File: src/rtl/bqf_pkg.sv
// ----------------------------------------------------------------------------
// bqf_pkg
// Shared types and constants of the biquad filter unit: default widths,
// register indexes and the command set from the controller to the datapath.
// ----------------------------------------------------------------------------
package bqf_pkg;

  // default field widths
  localparam int DEF_SAMPLE_BITS    = 16;
  localparam int DEF_COEF_FRAC_BITS = 14;

  // fraction bits kept in the history values
  localparam int HIST_FRAC = 8;

  // configuration register map
  localparam int NUM_COEF      = 5;
  localparam int CFG_ADDR_BITS = 3;

  localparam logic [CFG_ADDR_BITS-1:0] REG_COEF_A1 = 3'd0;
  localparam logic [CFG_ADDR_BITS-1:0] REG_COEF_A2 = 3'd1;
  localparam logic [CFG_ADDR_BITS-1:0] REG_COEF_B0 = 3'd2;
  localparam logic [CFG_ADDR_BITS-1:0] REG_COEF_B1 = 3'd3;
  localparam logic [CFG_ADDR_BITS-1:0] REG_COEF_B2 = 3'd4;

  // operand pair for the shared multiplier
  typedef enum logic [2:0] {
    MUL_NONE,
    MUL_A1_H1,
    MUL_A2_H2,
    MUL_B0_V,
    MUL_B1_H1,
    MUL_B2_H2
  } mul_sel_t;

  // accumulator operation
  typedef enum logic [2:0] {
    ACC_HOLD,
    ACC_LOAD_X,
    ACC_SUB,
    ACC_ADD,
    ACC_CLEAR
  } acc_op_t;

  // command bundle from controller to datapath
  typedef struct packed {
    mul_sel_t mul_sel;
    acc_op_t  acc_op;
    logic     v_load;
    logic     out_load;
    logic     clear;
  } bqf_cmd_t;

endpackage

File: src/rtl/bqf_datapath.sv
// ----------------------------------------------------------------------------
// bqf_datapath
// Coefficient registers, history, one shared multiplier with a product
// register, the accumulator, and the round/saturate logic for v and y.
// ----------------------------------------------------------------------------
module bqf_datapath
  import bqf_pkg::*;
#(
  parameter int SAMPLE_BITS    = DEF_SAMPLE_BITS,
  parameter int COEF_FRAC_BITS = DEF_COEF_FRAC_BITS
) (
  input  logic                              clk,
  input  logic                              rst_n,
  input  logic                              cfg_we,
  input  logic [CFG_ADDR_BITS-1:0]          cfg_addr,
  input  logic [COEF_FRAC_BITS+3:0]         cfg_wdata,
  input  logic signed [SAMPLE_BITS-1:0]     in_sample_in,
  input  bqf_cmd_t                          cmd,
  output logic signed [SAMPLE_BITS-1:0]     out_sample_out,
  output logic                              out_saturated
);

  localparam int COEF_BITS = COEF_FRAC_BITS + 4;
  localparam int HIST_BITS = SAMPLE_BITS + HIST_FRAC;
  localparam int PROD_BITS = COEF_BITS + HIST_BITS;
  localparam int ACC_BITS  = PROD_BITS + 2;
  localparam int X_SHIFT   = HIST_FRAC + COEF_FRAC_BITS;
  localparam int Y_SHIFT   = HIST_FRAC + COEF_FRAC_BITS;

  localparam logic signed [ACC_BITS-1:0] V_HALF =
    ACC_BITS'(64'd1 << (COEF_FRAC_BITS - 1));
  localparam logic signed [ACC_BITS-1:0] Y_HALF =
    ACC_BITS'(64'd1 << (Y_SHIFT - 1));
  localparam logic signed [COEF_BITS-1:0] B0_RESET =
    COEF_BITS'(64'd1 << COEF_FRAC_BITS);

  localparam logic signed [HIST_BITS-1:0] HIST_MAX = {1'b0, {(HIST_BITS-1){1'b1}}};
  localparam logic signed [HIST_BITS-1:0] HIST_MIN = {1'b1, {(HIST_BITS-1){1'b0}}};
  localparam logic signed [SAMPLE_BITS-1:0] SAMP_MAX = {1'b0, {(SAMPLE_BITS-1){1'b1}}};
  localparam logic signed [SAMPLE_BITS-1:0] SAMP_MIN = {1'b1, {(SAMPLE_BITS-1){1'b0}}};

  logic signed [COEF_BITS-1:0]   a1_r, a2_r, b0_r, b1_r, b2_r;
  logic signed [HIST_BITS-1:0]   h1_r, h2_r, v_r;
  logic                          sat_r;
  logic signed [PROD_BITS-1:0]   prod_r;
  logic signed [ACC_BITS-1:0]    acc_r;
  logic signed [SAMPLE_BITS-1:0] out_sample_r;
  logic                          out_sat_r;

  logic signed [COEF_BITS-1:0]   op_c;
  logic signed [HIST_BITS-1:0]   op_h;
  logic signed [PROD_BITS-1:0]   mul_res;
  logic signed [ACC_BITS-1:0]    acc_nxt;
  logic signed [ACC_BITS-1:0]    v_sum, v_shift, y_sum, y_shift;
  logic                          v_ovf, y_ovf;
  logic signed [HIST_BITS-1:0]   v_clip;
  logic signed [SAMPLE_BITS-1:0] y_clip;

  // coefficient registers, writes beyond the map are dropped
  always_ff @(posedge clk) begin
    if (!rst_n) begin
      a1_r <= '0;
      a2_r <= '0;
      b0_r <= B0_RESET;
      b1_r <= '0;
      b2_r <= '0;
    end else if (cfg_we) begin
      case (cfg_addr)
        REG_COEF_A1: a1_r <= cfg_wdata;
        REG_COEF_A2: a2_r <= cfg_wdata;
        REG_COEF_B0: b0_r <= cfg_wdata;
        REG_COEF_B1: b1_r <= cfg_wdata;
        REG_COEF_B2: b2_r <= cfg_wdata;
        default: ;
      endcase
    end
  end

  // multiplier operand select
  always_comb begin
    case (cmd.mul_sel)
      MUL_A1_H1: begin op_c = a1_r; op_h = h1_r; end
      MUL_A2_H2: begin op_c = a2_r; op_h = h2_r; end
      MUL_B0_V:  begin op_c = b0_r; op_h = v_r;  end
      MUL_B1_H1: begin op_c = b1_r; op_h = h1_r; end
      MUL_B2_H2: begin op_c = b2_r; op_h = h2_r; end
      default:   begin op_c = '0;   op_h = '0;   end
    endcase
  end

  assign mul_res = op_c * op_h;

  // product register
  always_ff @(posedge clk) begin
    if (cmd.mul_sel != MUL_NONE) begin
      prod_r <= mul_res;
    end
  end

  // accumulator
  always_comb begin
    case (cmd.acc_op)
      ACC_LOAD_X: acc_nxt = ACC_BITS'(in_sample_in) <<< X_SHIFT;
      ACC_SUB:    acc_nxt = acc_r - ACC_BITS'(prod_r);
      ACC_ADD:    acc_nxt = acc_r + ACC_BITS'(prod_r);
      ACC_CLEAR:  acc_nxt = '0;
      default:    acc_nxt = acc_r;
    endcase
  end

  always_ff @(posedge clk) begin
    acc_r <= acc_nxt;
  end

  // v: round half up to q.8 and clip to the history width
  assign v_sum   = acc_r + V_HALF;
  assign v_shift = v_sum >>> COEF_FRAC_BITS;
  assign v_ovf   = !((&v_shift[ACC_BITS-1:HIST_BITS-1]) ||
                     (~|v_shift[ACC_BITS-1:HIST_BITS-1]));
  assign v_clip  = v_ovf ? (v_shift[ACC_BITS-1] ? HIST_MIN : HIST_MAX)
                         : v_shift[HIST_BITS-1:0];

  // y: round half up to an integer and clip to the sample width
  assign y_sum   = acc_r + Y_HALF;
  assign y_shift = y_sum >>> Y_SHIFT;
  assign y_ovf   = !((&y_shift[ACC_BITS-1:SAMPLE_BITS-1]) ||
                     (~|y_shift[ACC_BITS-1:SAMPLE_BITS-1]));
  assign y_clip  = y_ovf ? (y_shift[ACC_BITS-1] ? SAMP_MIN : SAMP_MAX)
                         : y_shift[SAMPLE_BITS-1:0];

  // intermediate value and its clip flag
  always_ff @(posedge clk) begin
    if (cmd.v_load) begin
      v_r   <= v_clip;
      sat_r <= v_ovf;
    end
  end

  // history, cleared by reset and by the clear command
  always_ff @(posedge clk) begin
    if (!rst_n) begin
      h1_r <= '0;
      h2_r <= '0;
    end else if (cmd.out_load) begin
      if (cmd.clear) begin
        h1_r <= '0;
        h2_r <= '0;
      end else begin
        h1_r <= v_r;
        h2_r <= h1_r;
      end
    end
  end

  // result payload register
  always_ff @(posedge clk) begin
    if (cmd.out_load) begin
      if (cmd.clear) begin
        out_sample_r <= '0;
        out_sat_r    <= 1'b0;
      end else begin
        out_sample_r <= y_clip;
        out_sat_r    <= sat_r | y_ovf;
      end
    end
  end

  assign out_sample_out = out_sample_r;
  assign out_saturated  = out_sat_r;

endmodule

File: src/rtl/bqf_ctrl.sv
// ----------------------------------------------------------------------------
// bqf_ctrl
// Sequencer of the filter: accepts a transaction, for a sample steps the
// shared multiplier through the five products, and loads the result register.
// ----------------------------------------------------------------------------
module bqf_ctrl
  import bqf_pkg::*;
(
  input  logic     clk,
  input  logic     rst_n,
  input  logic     in_valid,
  output logic     in_ready,
  input  logic     in_func,
  output logic     out_valid,
  input  logic     out_ready,
  output bqf_cmd_t cmd
);

  typedef enum logic [10:0] {
    S_IDLE = 11'b000_0000_0001,
    S_FB1  = 11'b000_0000_0010,
    S_FB2  = 11'b000_0000_0100,
    S_FB3  = 11'b000_0000_1000,
    S_VOUT = 11'b000_0001_0000,
    S_FF1  = 11'b000_0010_0000,
    S_FF2  = 11'b000_0100_0000,
    S_FF3  = 11'b000_1000_0000,
    S_FF4  = 11'b001_0000_0000,
    S_DONE = 11'b010_0000_0000,
    S_CLR  = 11'b100_0000_0000
  } state_t;

  state_t state_r, state_nxt;
  logic   out_valid_r, out_valid_nxt;
  logic   in_accept;
  logic   slot_free;

  assign in_ready  = (state_r == S_IDLE);
  assign in_accept = in_valid && in_ready;
  assign slot_free = !out_valid_r || out_ready;

  // next state and command decode
  always_comb begin
    state_nxt    = state_r;
    cmd.mul_sel  = MUL_NONE;
    cmd.acc_op   = ACC_HOLD;
    cmd.v_load   = 1'b0;
    cmd.out_load = 1'b0;
    cmd.clear    = 1'b0;
    case (state_r)
      S_IDLE: begin
        if (in_accept) begin
          if (in_func) begin
            state_nxt = S_CLR;
          end else begin
            cmd.acc_op = ACC_LOAD_X;
            state_nxt  = S_FB1;
          end
        end
      end
      S_FB1: begin
        cmd.mul_sel = MUL_A1_H1;
        state_nxt   = S_FB2;
      end
      S_FB2: begin
        cmd.mul_sel = MUL_A2_H2;
        cmd.acc_op  = ACC_SUB;
        state_nxt   = S_FB3;
      end
      S_FB3: begin
        cmd.acc_op = ACC_SUB;
        state_nxt  = S_VOUT;
      end
      S_VOUT: begin
        cmd.v_load = 1'b1;
        cmd.acc_op = ACC_CLEAR;
        state_nxt  = S_FF1;
      end
      S_FF1: begin
        cmd.mul_sel = MUL_B0_V;
        state_nxt   = S_FF2;
      end
      S_FF2: begin
        cmd.mul_sel = MUL_B1_H1;
        cmd.acc_op  = ACC_ADD;
        state_nxt   = S_FF3;
      end
      S_FF3: begin
        cmd.mul_sel = MUL_B2_H2;
        cmd.acc_op  = ACC_ADD;
        state_nxt   = S_FF4;
      end
      S_FF4: begin
        cmd.acc_op = ACC_ADD;
        state_nxt  = S_DONE;
      end
      S_DONE: begin
        if (slot_free) begin
          cmd.out_load = 1'b1;
          state_nxt    = S_IDLE;
        end
      end
      S_CLR: begin
        if (slot_free) begin
          cmd.out_load = 1'b1;
          cmd.clear    = 1'b1;
          state_nxt    = S_IDLE;
        end
      end
      default: begin
        state_nxt = S_IDLE;
      end
    endcase
  end

  // output valid flag
  always_comb begin
    if (cmd.out_load) begin
      out_valid_nxt = 1'b1;
    end else if (out_ready) begin
      out_valid_nxt = 1'b0;
    end else begin
      out_valid_nxt = out_valid_r;
    end
  end

  always_ff @(posedge clk) begin
    if (!rst_n) begin
      state_r     <= S_IDLE;
      out_valid_r <= 1'b0;
    end else begin
      state_r     <= state_nxt;
      out_valid_r <= out_valid_nxt;
    end
  end

  assign out_valid = out_valid_r;

  // a clear transaction goes straight to the clear step
  a_clr_path: assert property (@(posedge clk) disable iff (!rst_n)
    (in_accept && in_func) |=> (state_r == S_CLR))
    else $error("clear transaction did not enter clear step");

  // a sample transaction starts the feedback products
  a_fb_path: assert property (@(posedge clk) disable iff (!rst_n)
    (in_accept && !in_func) |=> (state_r == S_FB1))
    else $error("sample transaction did not start feedback");

  // a new result appears only from the done or clear step
  a_out_src: assert property (@(posedge clk) disable iff (!rst_n)
    $rose(out_valid_r) |-> ($past(state_r == S_DONE) || $past(state_r == S_CLR)))
    else $error("result flagged outside done or clear step");

  // a finished result waits while the previous one is not taken
  a_done_wait: assert property (@(posedge clk) disable iff (!rst_n)
    (state_r == S_DONE && out_valid_r && !out_ready) |=> (state_r == S_DONE))
    else $error("result register overwritten before transaction taken");

endmodule

File: src/rtl/biquad_iir_filter_unit.sv
// ----------------------------------------------------------------------------
// biquad_iir_filter_unit
// Direct form II biquad filter with five programmable Q3.14 coefficients.
// ----------------------------------------------------------------------------
// A transaction completes before the next one is accepted. One multiplier
// and its product register serve all five products: the feedback ones are
// subtracted from x, v is rounded and saturated, then the feed-forward ones
// are summed and y is rounded and saturated into the result register. The
// result register decouples the two channels, so a new transaction is
// accepted while a result still waits; a finished result waits in the done
// step only if the previous one has not been taken. The user must write
// coefficients through the cfg port only while idle; this is not enforced.
// ----------------------------------------------------------------------------
module biquad_iir_filter_unit
  import bqf_pkg::*;
#(
  parameter int SAMPLE_BITS    = DEF_SAMPLE_BITS,
  parameter int COEF_FRAC_BITS = DEF_COEF_FRAC_BITS
) (
  input  logic                          clk,
  input  logic                          rst_n,
  input  logic                          cfg_we,
  input  logic [CFG_ADDR_BITS-1:0]      cfg_addr,
  input  logic [COEF_FRAC_BITS+3:0]     cfg_wdata,
  input  logic                          in_valid,
  output logic                          in_ready,
  input  logic                          in_func,
  input  logic signed [SAMPLE_BITS-1:0] in_sample_in,
  output logic                          out_valid,
  input  logic                          out_ready,
  output logic signed [SAMPLE_BITS-1:0] out_sample_out,
  output logic                          out_saturated
);

  bqf_cmd_t cmd;

  // sequencer
  bqf_ctrl u_ctrl (
    .clk       (clk),
    .rst_n     (rst_n),
    .in_valid  (in_valid),
    .in_ready  (in_ready),
    .in_func   (in_func),
    .out_valid (out_valid),
    .out_ready (out_ready),
    .cmd       (cmd)
  );

  // arithmetic and storage
  bqf_datapath #(
    .SAMPLE_BITS    (SAMPLE_BITS),
    .COEF_FRAC_BITS (COEF_FRAC_BITS)
  ) u_datapath (
    .clk            (clk),
    .rst_n          (rst_n),
    .cfg_we         (cfg_we),
    .cfg_addr       (cfg_addr),
    .cfg_wdata      (cfg_wdata),
    .in_sample_in   (in_sample_in),
    .cmd            (cmd),
    .out_sample_out (out_sample_out),
    .out_saturated  (out_saturated)
  );

endmodule
File: config.mk
export PLATFORM = sky130hd
export DESIGN_NAME = biquad_iir_filter_unit
export DESIGN_NICKNAME = d
export VERILOG_FILES = /design/src/rtl/bqf_pkg.sv /design/src/rtl/bqf_datapath.sv /design/src/rtl/bqf_ctrl.sv /design/src/rtl/biquad_iir_filter_unit.sv
export SDC_FILE = /design/constraint.sdc
export NUM_CORES = 2
export LEC_CHECK = 0
export BUFFER_PORTS_ARGS = -buffer_cell sky130_fd_sc_hd__buf_2
export CAP_MARGIN = 20
export CORE_ASPECT_RATIO = 1.1
export CORE_MARGIN = 1
export CORE_UTILIZATION = 49
export DETAILED_ROUTE_END_ITERATION = 12
export PLACE_DENSITY = 0.65
export SLEW_MARGIN = 15
export SYNTH_ARGS = -nofsm -noshare
export SYNTH_HDL_FRONTEND = slang
export SYNTH_SLANG_ARGS = --single-unit
File: constraint.sdc
create_clock -name clk -period 9.1 [get_ports clk]
set_clock_uncertainty 0.1 [all_clocks]
set_input_delay 1.82 -clock clk [delete_from_list [all_inputs] [get_ports clk]]
set_output_delay 1.82 -clock clk [all_outputs]
set_load 0.02 [all_outputs]
==> results.txt <==
Minimum clock period -> 8.66 ns
FF-to-FF End -> u_datapath.prod_r[31]
Slowest CP cell -> a21oi_1
Nets@finish -> 4087
PwrDens -> 92.0 nW/µm²
Max cap viols -> 0
Total Neg Setup Slack -> 0 ns
Critical path launch point type -> register
Vias in the first global route -> 24400
Min-delay worst type -> reg -> reg
Row cnt -> 95
DPL Wire Length -> 69.1 mm
# clock sinks -> 278
Period utilization -> 95.1%
Htree depth -> 2
Mapped Area -> 30200 µm²
Cell leakage power -> 14.6 nW
Worst Hold Path EP -> u_datapath.a1_r[9]
Avg WL per Cell -> 20.4 µm
Critical Path RT -> 9.36 ns
Gate Count Post-Synth -> 3446
Post-Syn Nets -> 4066
Diode count -> 0
Outcome -> finished, final reports clean
Synthesized area per cell -> 8.76 µm²
Clk Latency, worst-skew pair -> 0.57 ns
Reg area -> 6850 µm²
Syn. warnings -> 0
# IOs -> 62
CP Capture Type -> register
FILL cells -> 5676
Core ar. -> 61000 µm²
CTS buffer count -> 34
Final Hold Fails -> 0
Die Span X -> 239 µm
Crit path DAT -> 8.91 ns
Post CTS Setup Buffer Count -> 0
Final Wtd Congestion -> 0.931
Cell variety after synth -> 65
Initial Util -> 49.5%
Drt total wl -> 88.1 mm
Crit path kind -> reg -> reg
Actual slew at the worst max-slew pin -> 1.10 ns
# DRC -> 0
Drt first pass iters -> 6
Maximum clock rate -> 116 MHz
Slew margin rel. -> 26.8%
Hold_ws -> 0.363 ns
PortBufs -> 61
CTS tree -> yes
CP max FO -> 32
Hold path startpoint -> u_datapath.a1_r[9]
Maximum VDD drop -> 0.000113 V
Fraction of registers with async set/reset -> 0%
Endpoints failing setup -> 0
Vias -> 23800
Share of cells above drive strength 1 -> 7.73%
Post-placement worst setup slack -> 0.0667 ns
Multi-input logic area -> 20800 µm²
Post-CTS Hold Fix Bufs -> 0
Main synth FF type -> dfxtp_1
Worst setup margin -> 0.443 ns
Register-to-Register Path Depth -> 31
R2R Path Start -> u_ctrl.state_r[7]
Total congestion overflow -> 0
Mean number of vias per cell -> 5.51
Worst R2R Setup Slack -> 0.44 ns
Initial DRC count -> 1792
Routed Antenna Nets -> 0
Crit-path most repeated cell -> fa_1
Register bit count reported by yosys -> 278
Initial antenna violation count -> 3
CTS max path bufs -> 3
CP peak stage delay -> 0.64 ns
Hold path depth -> 2
Crit-path leading delay family -> adder cells
Clk slew on worst S/H paths -> 0.06 ns
CP bufs+invs -> 6
Largest net degree at the start of global routing -> 134
Overall Global Routing Usage -> 29.1%
Post-synth EDFFs -> 128
Register area share after synthesis -> 22.7%
Layout area overhead -> 9.24%
Die Ht -> 262 µm
Root Driver -> clkbuf_16
Die ar. -> 62600 µm²
First-pass GRT wire length -> 139 mm
Final Util -> 54.1%
Max-slew violations -> 0
-- flip-flops by register name (all words and copies together), names as in the netlist, 11 cells and up --
register                   count
u_datapath.a2_r               18
u_datapath.b1_r               18
u_datapath.h2_r               24
u_datapath.b0_r               18
u_datapath.out_sample_out     16
u_datapath.a1_r               18
u_ctrl.state_r                11
u_datapath.h1_r               24
u_datapath.acc_r              44
u_datapath.prod_r             42
u_datapath.b2_r               18
u_datapath.v_r                24
-- worst register-to-register path, delay by kind of cell, from the launching register on --
kind	cells	cell delay, ns
compound gates	8	2.11
xor+xnor	1	0.25
simple gates	9	1.36
fa+ha+maj	7	3.54
flops	1	0.50
buf+inv	6	0.62
-- cell usage after synthesis, drive strengths merged, types with 60 or more instances --
cell type  count  area share [%]
nand2        612             7.6
inv          537             6.7
fa           427              28
nor2         273             3.4
dfxtp        150              10
ha           150             6.2
a21boi       146             3.6
a21oi        130             2.2
edfxtp       128              13
clkbuf       108             1.3
xnor2        107             3.1
nand3         97             1.6
o21ai         71             1.2
buf           61            0.98
a22oi         60             1.5
-- layer usage --
| layer | GRT usage (%) | wire length (µm) | vias up |
|---|---|---|---|
| met5 | 0 | 7 | - |
| met2 | 48.3 | 41900 | 803 |
| met1 | 36.8 | 35600 | 11700 |
| li1 | - | - | 11000 |
| met3 | 4.50 | 5650 | 243 |
| met4 | 14.3 | 4930 | 2 |
-- how the worst max path moves through the flow --
stage,start,end,slack [ns],cells after the start
3_5_place_dp,u_ctrl.state_r[9],u_datapath.prod_r[41],0.07,33
6_report,u_ctrl.state_r[7],u_datapath.prod_r[31],0.44,31
4_1_cts,u_ctrl.state_r[9],u_datapath.prod_r[41],0.06,32
3_3_place_gp,u_ctrl.state_r[7],u_datapath.prod_r[41],-0.04,30
2_1_floorplan,u_ctrl.state_r[9],u_datapath.prod_r[41],0.85,33
5_1_grt,u_ctrl.state_r[7],u_datapath.prod_r[37],-0.007,32
-- per-stage QoR --
step           power [mW]  instances  cell area, µm²
2_1_floorplan        1.56       3446           30200
3_3_place_gp         1.64       4253           31600
3_5_place_dp         1.64       4253           31600
4_1_cts              3.05       4314           32800
5_1_grt              3.13       4316           33000
6_report             3.03       4316           33000
-- report_power, final --
group,internal (mW),switching (mW),leakage [nW]
sequential,1.34,0.0303,2.47
combinational,0.0985,0.155,11.6
clock,0.830,0.582,0.561
-- placed cells by master (no fill, tap or decap), types with 60 or more instances in the layout --
cell | netlist | final
a21oi_1 | 130 | 124
edfxtp_1 | 128 | 128
buf_4 | 0 | 83
fa_1 | 427 | 427
buf_2 | 54 | 60
o21ai_0 | 71 | 70
inv_1 | 537 | 536
dfxtp_1 | 150 | 150
nand3_1 | 97 | 95
a21boi_0 | 146 | 146
xnor2_1 | 107 | 106
nor2_1 | 273 | 272
a22oi_1 | 60 | 60
ha_1 | 150 | 150
nand2_1 | 612 | 601
-- final cells by class --
type                            count  share of cell area [%]
Multi-Input combinational cell   2462                    63.0
Clock buffer                       45                    2.86
Clock inverter                     16                   0.645
Timing Repair Buffer              154                    3.49
Tap cell                          824                    3.13
Sequential cell                   278                    20.8
Inverter                          537                    6.12
-- repair_timing --
action | CTS | global route
pin swaps | 0 | 1
gates resized for setup | 1 | 32
endpoints found under the setup margin | 1 | 16
-- kinds of logic (layout without fill, tap and decap cells) --
kind of cell	Yosys count	in the layout	share of synthesized area [%]
fa+ha+maj	577	577	34.6
xor+xnor	162	162	4.70
compound gates	551	551	12.2
flops	278	278	22.7
buf+inv	706	752	9.01
simple gates	1168	1168	16.7
mux	4	4	0.133
Note: power is estimated with default switching activity, not from simulation.
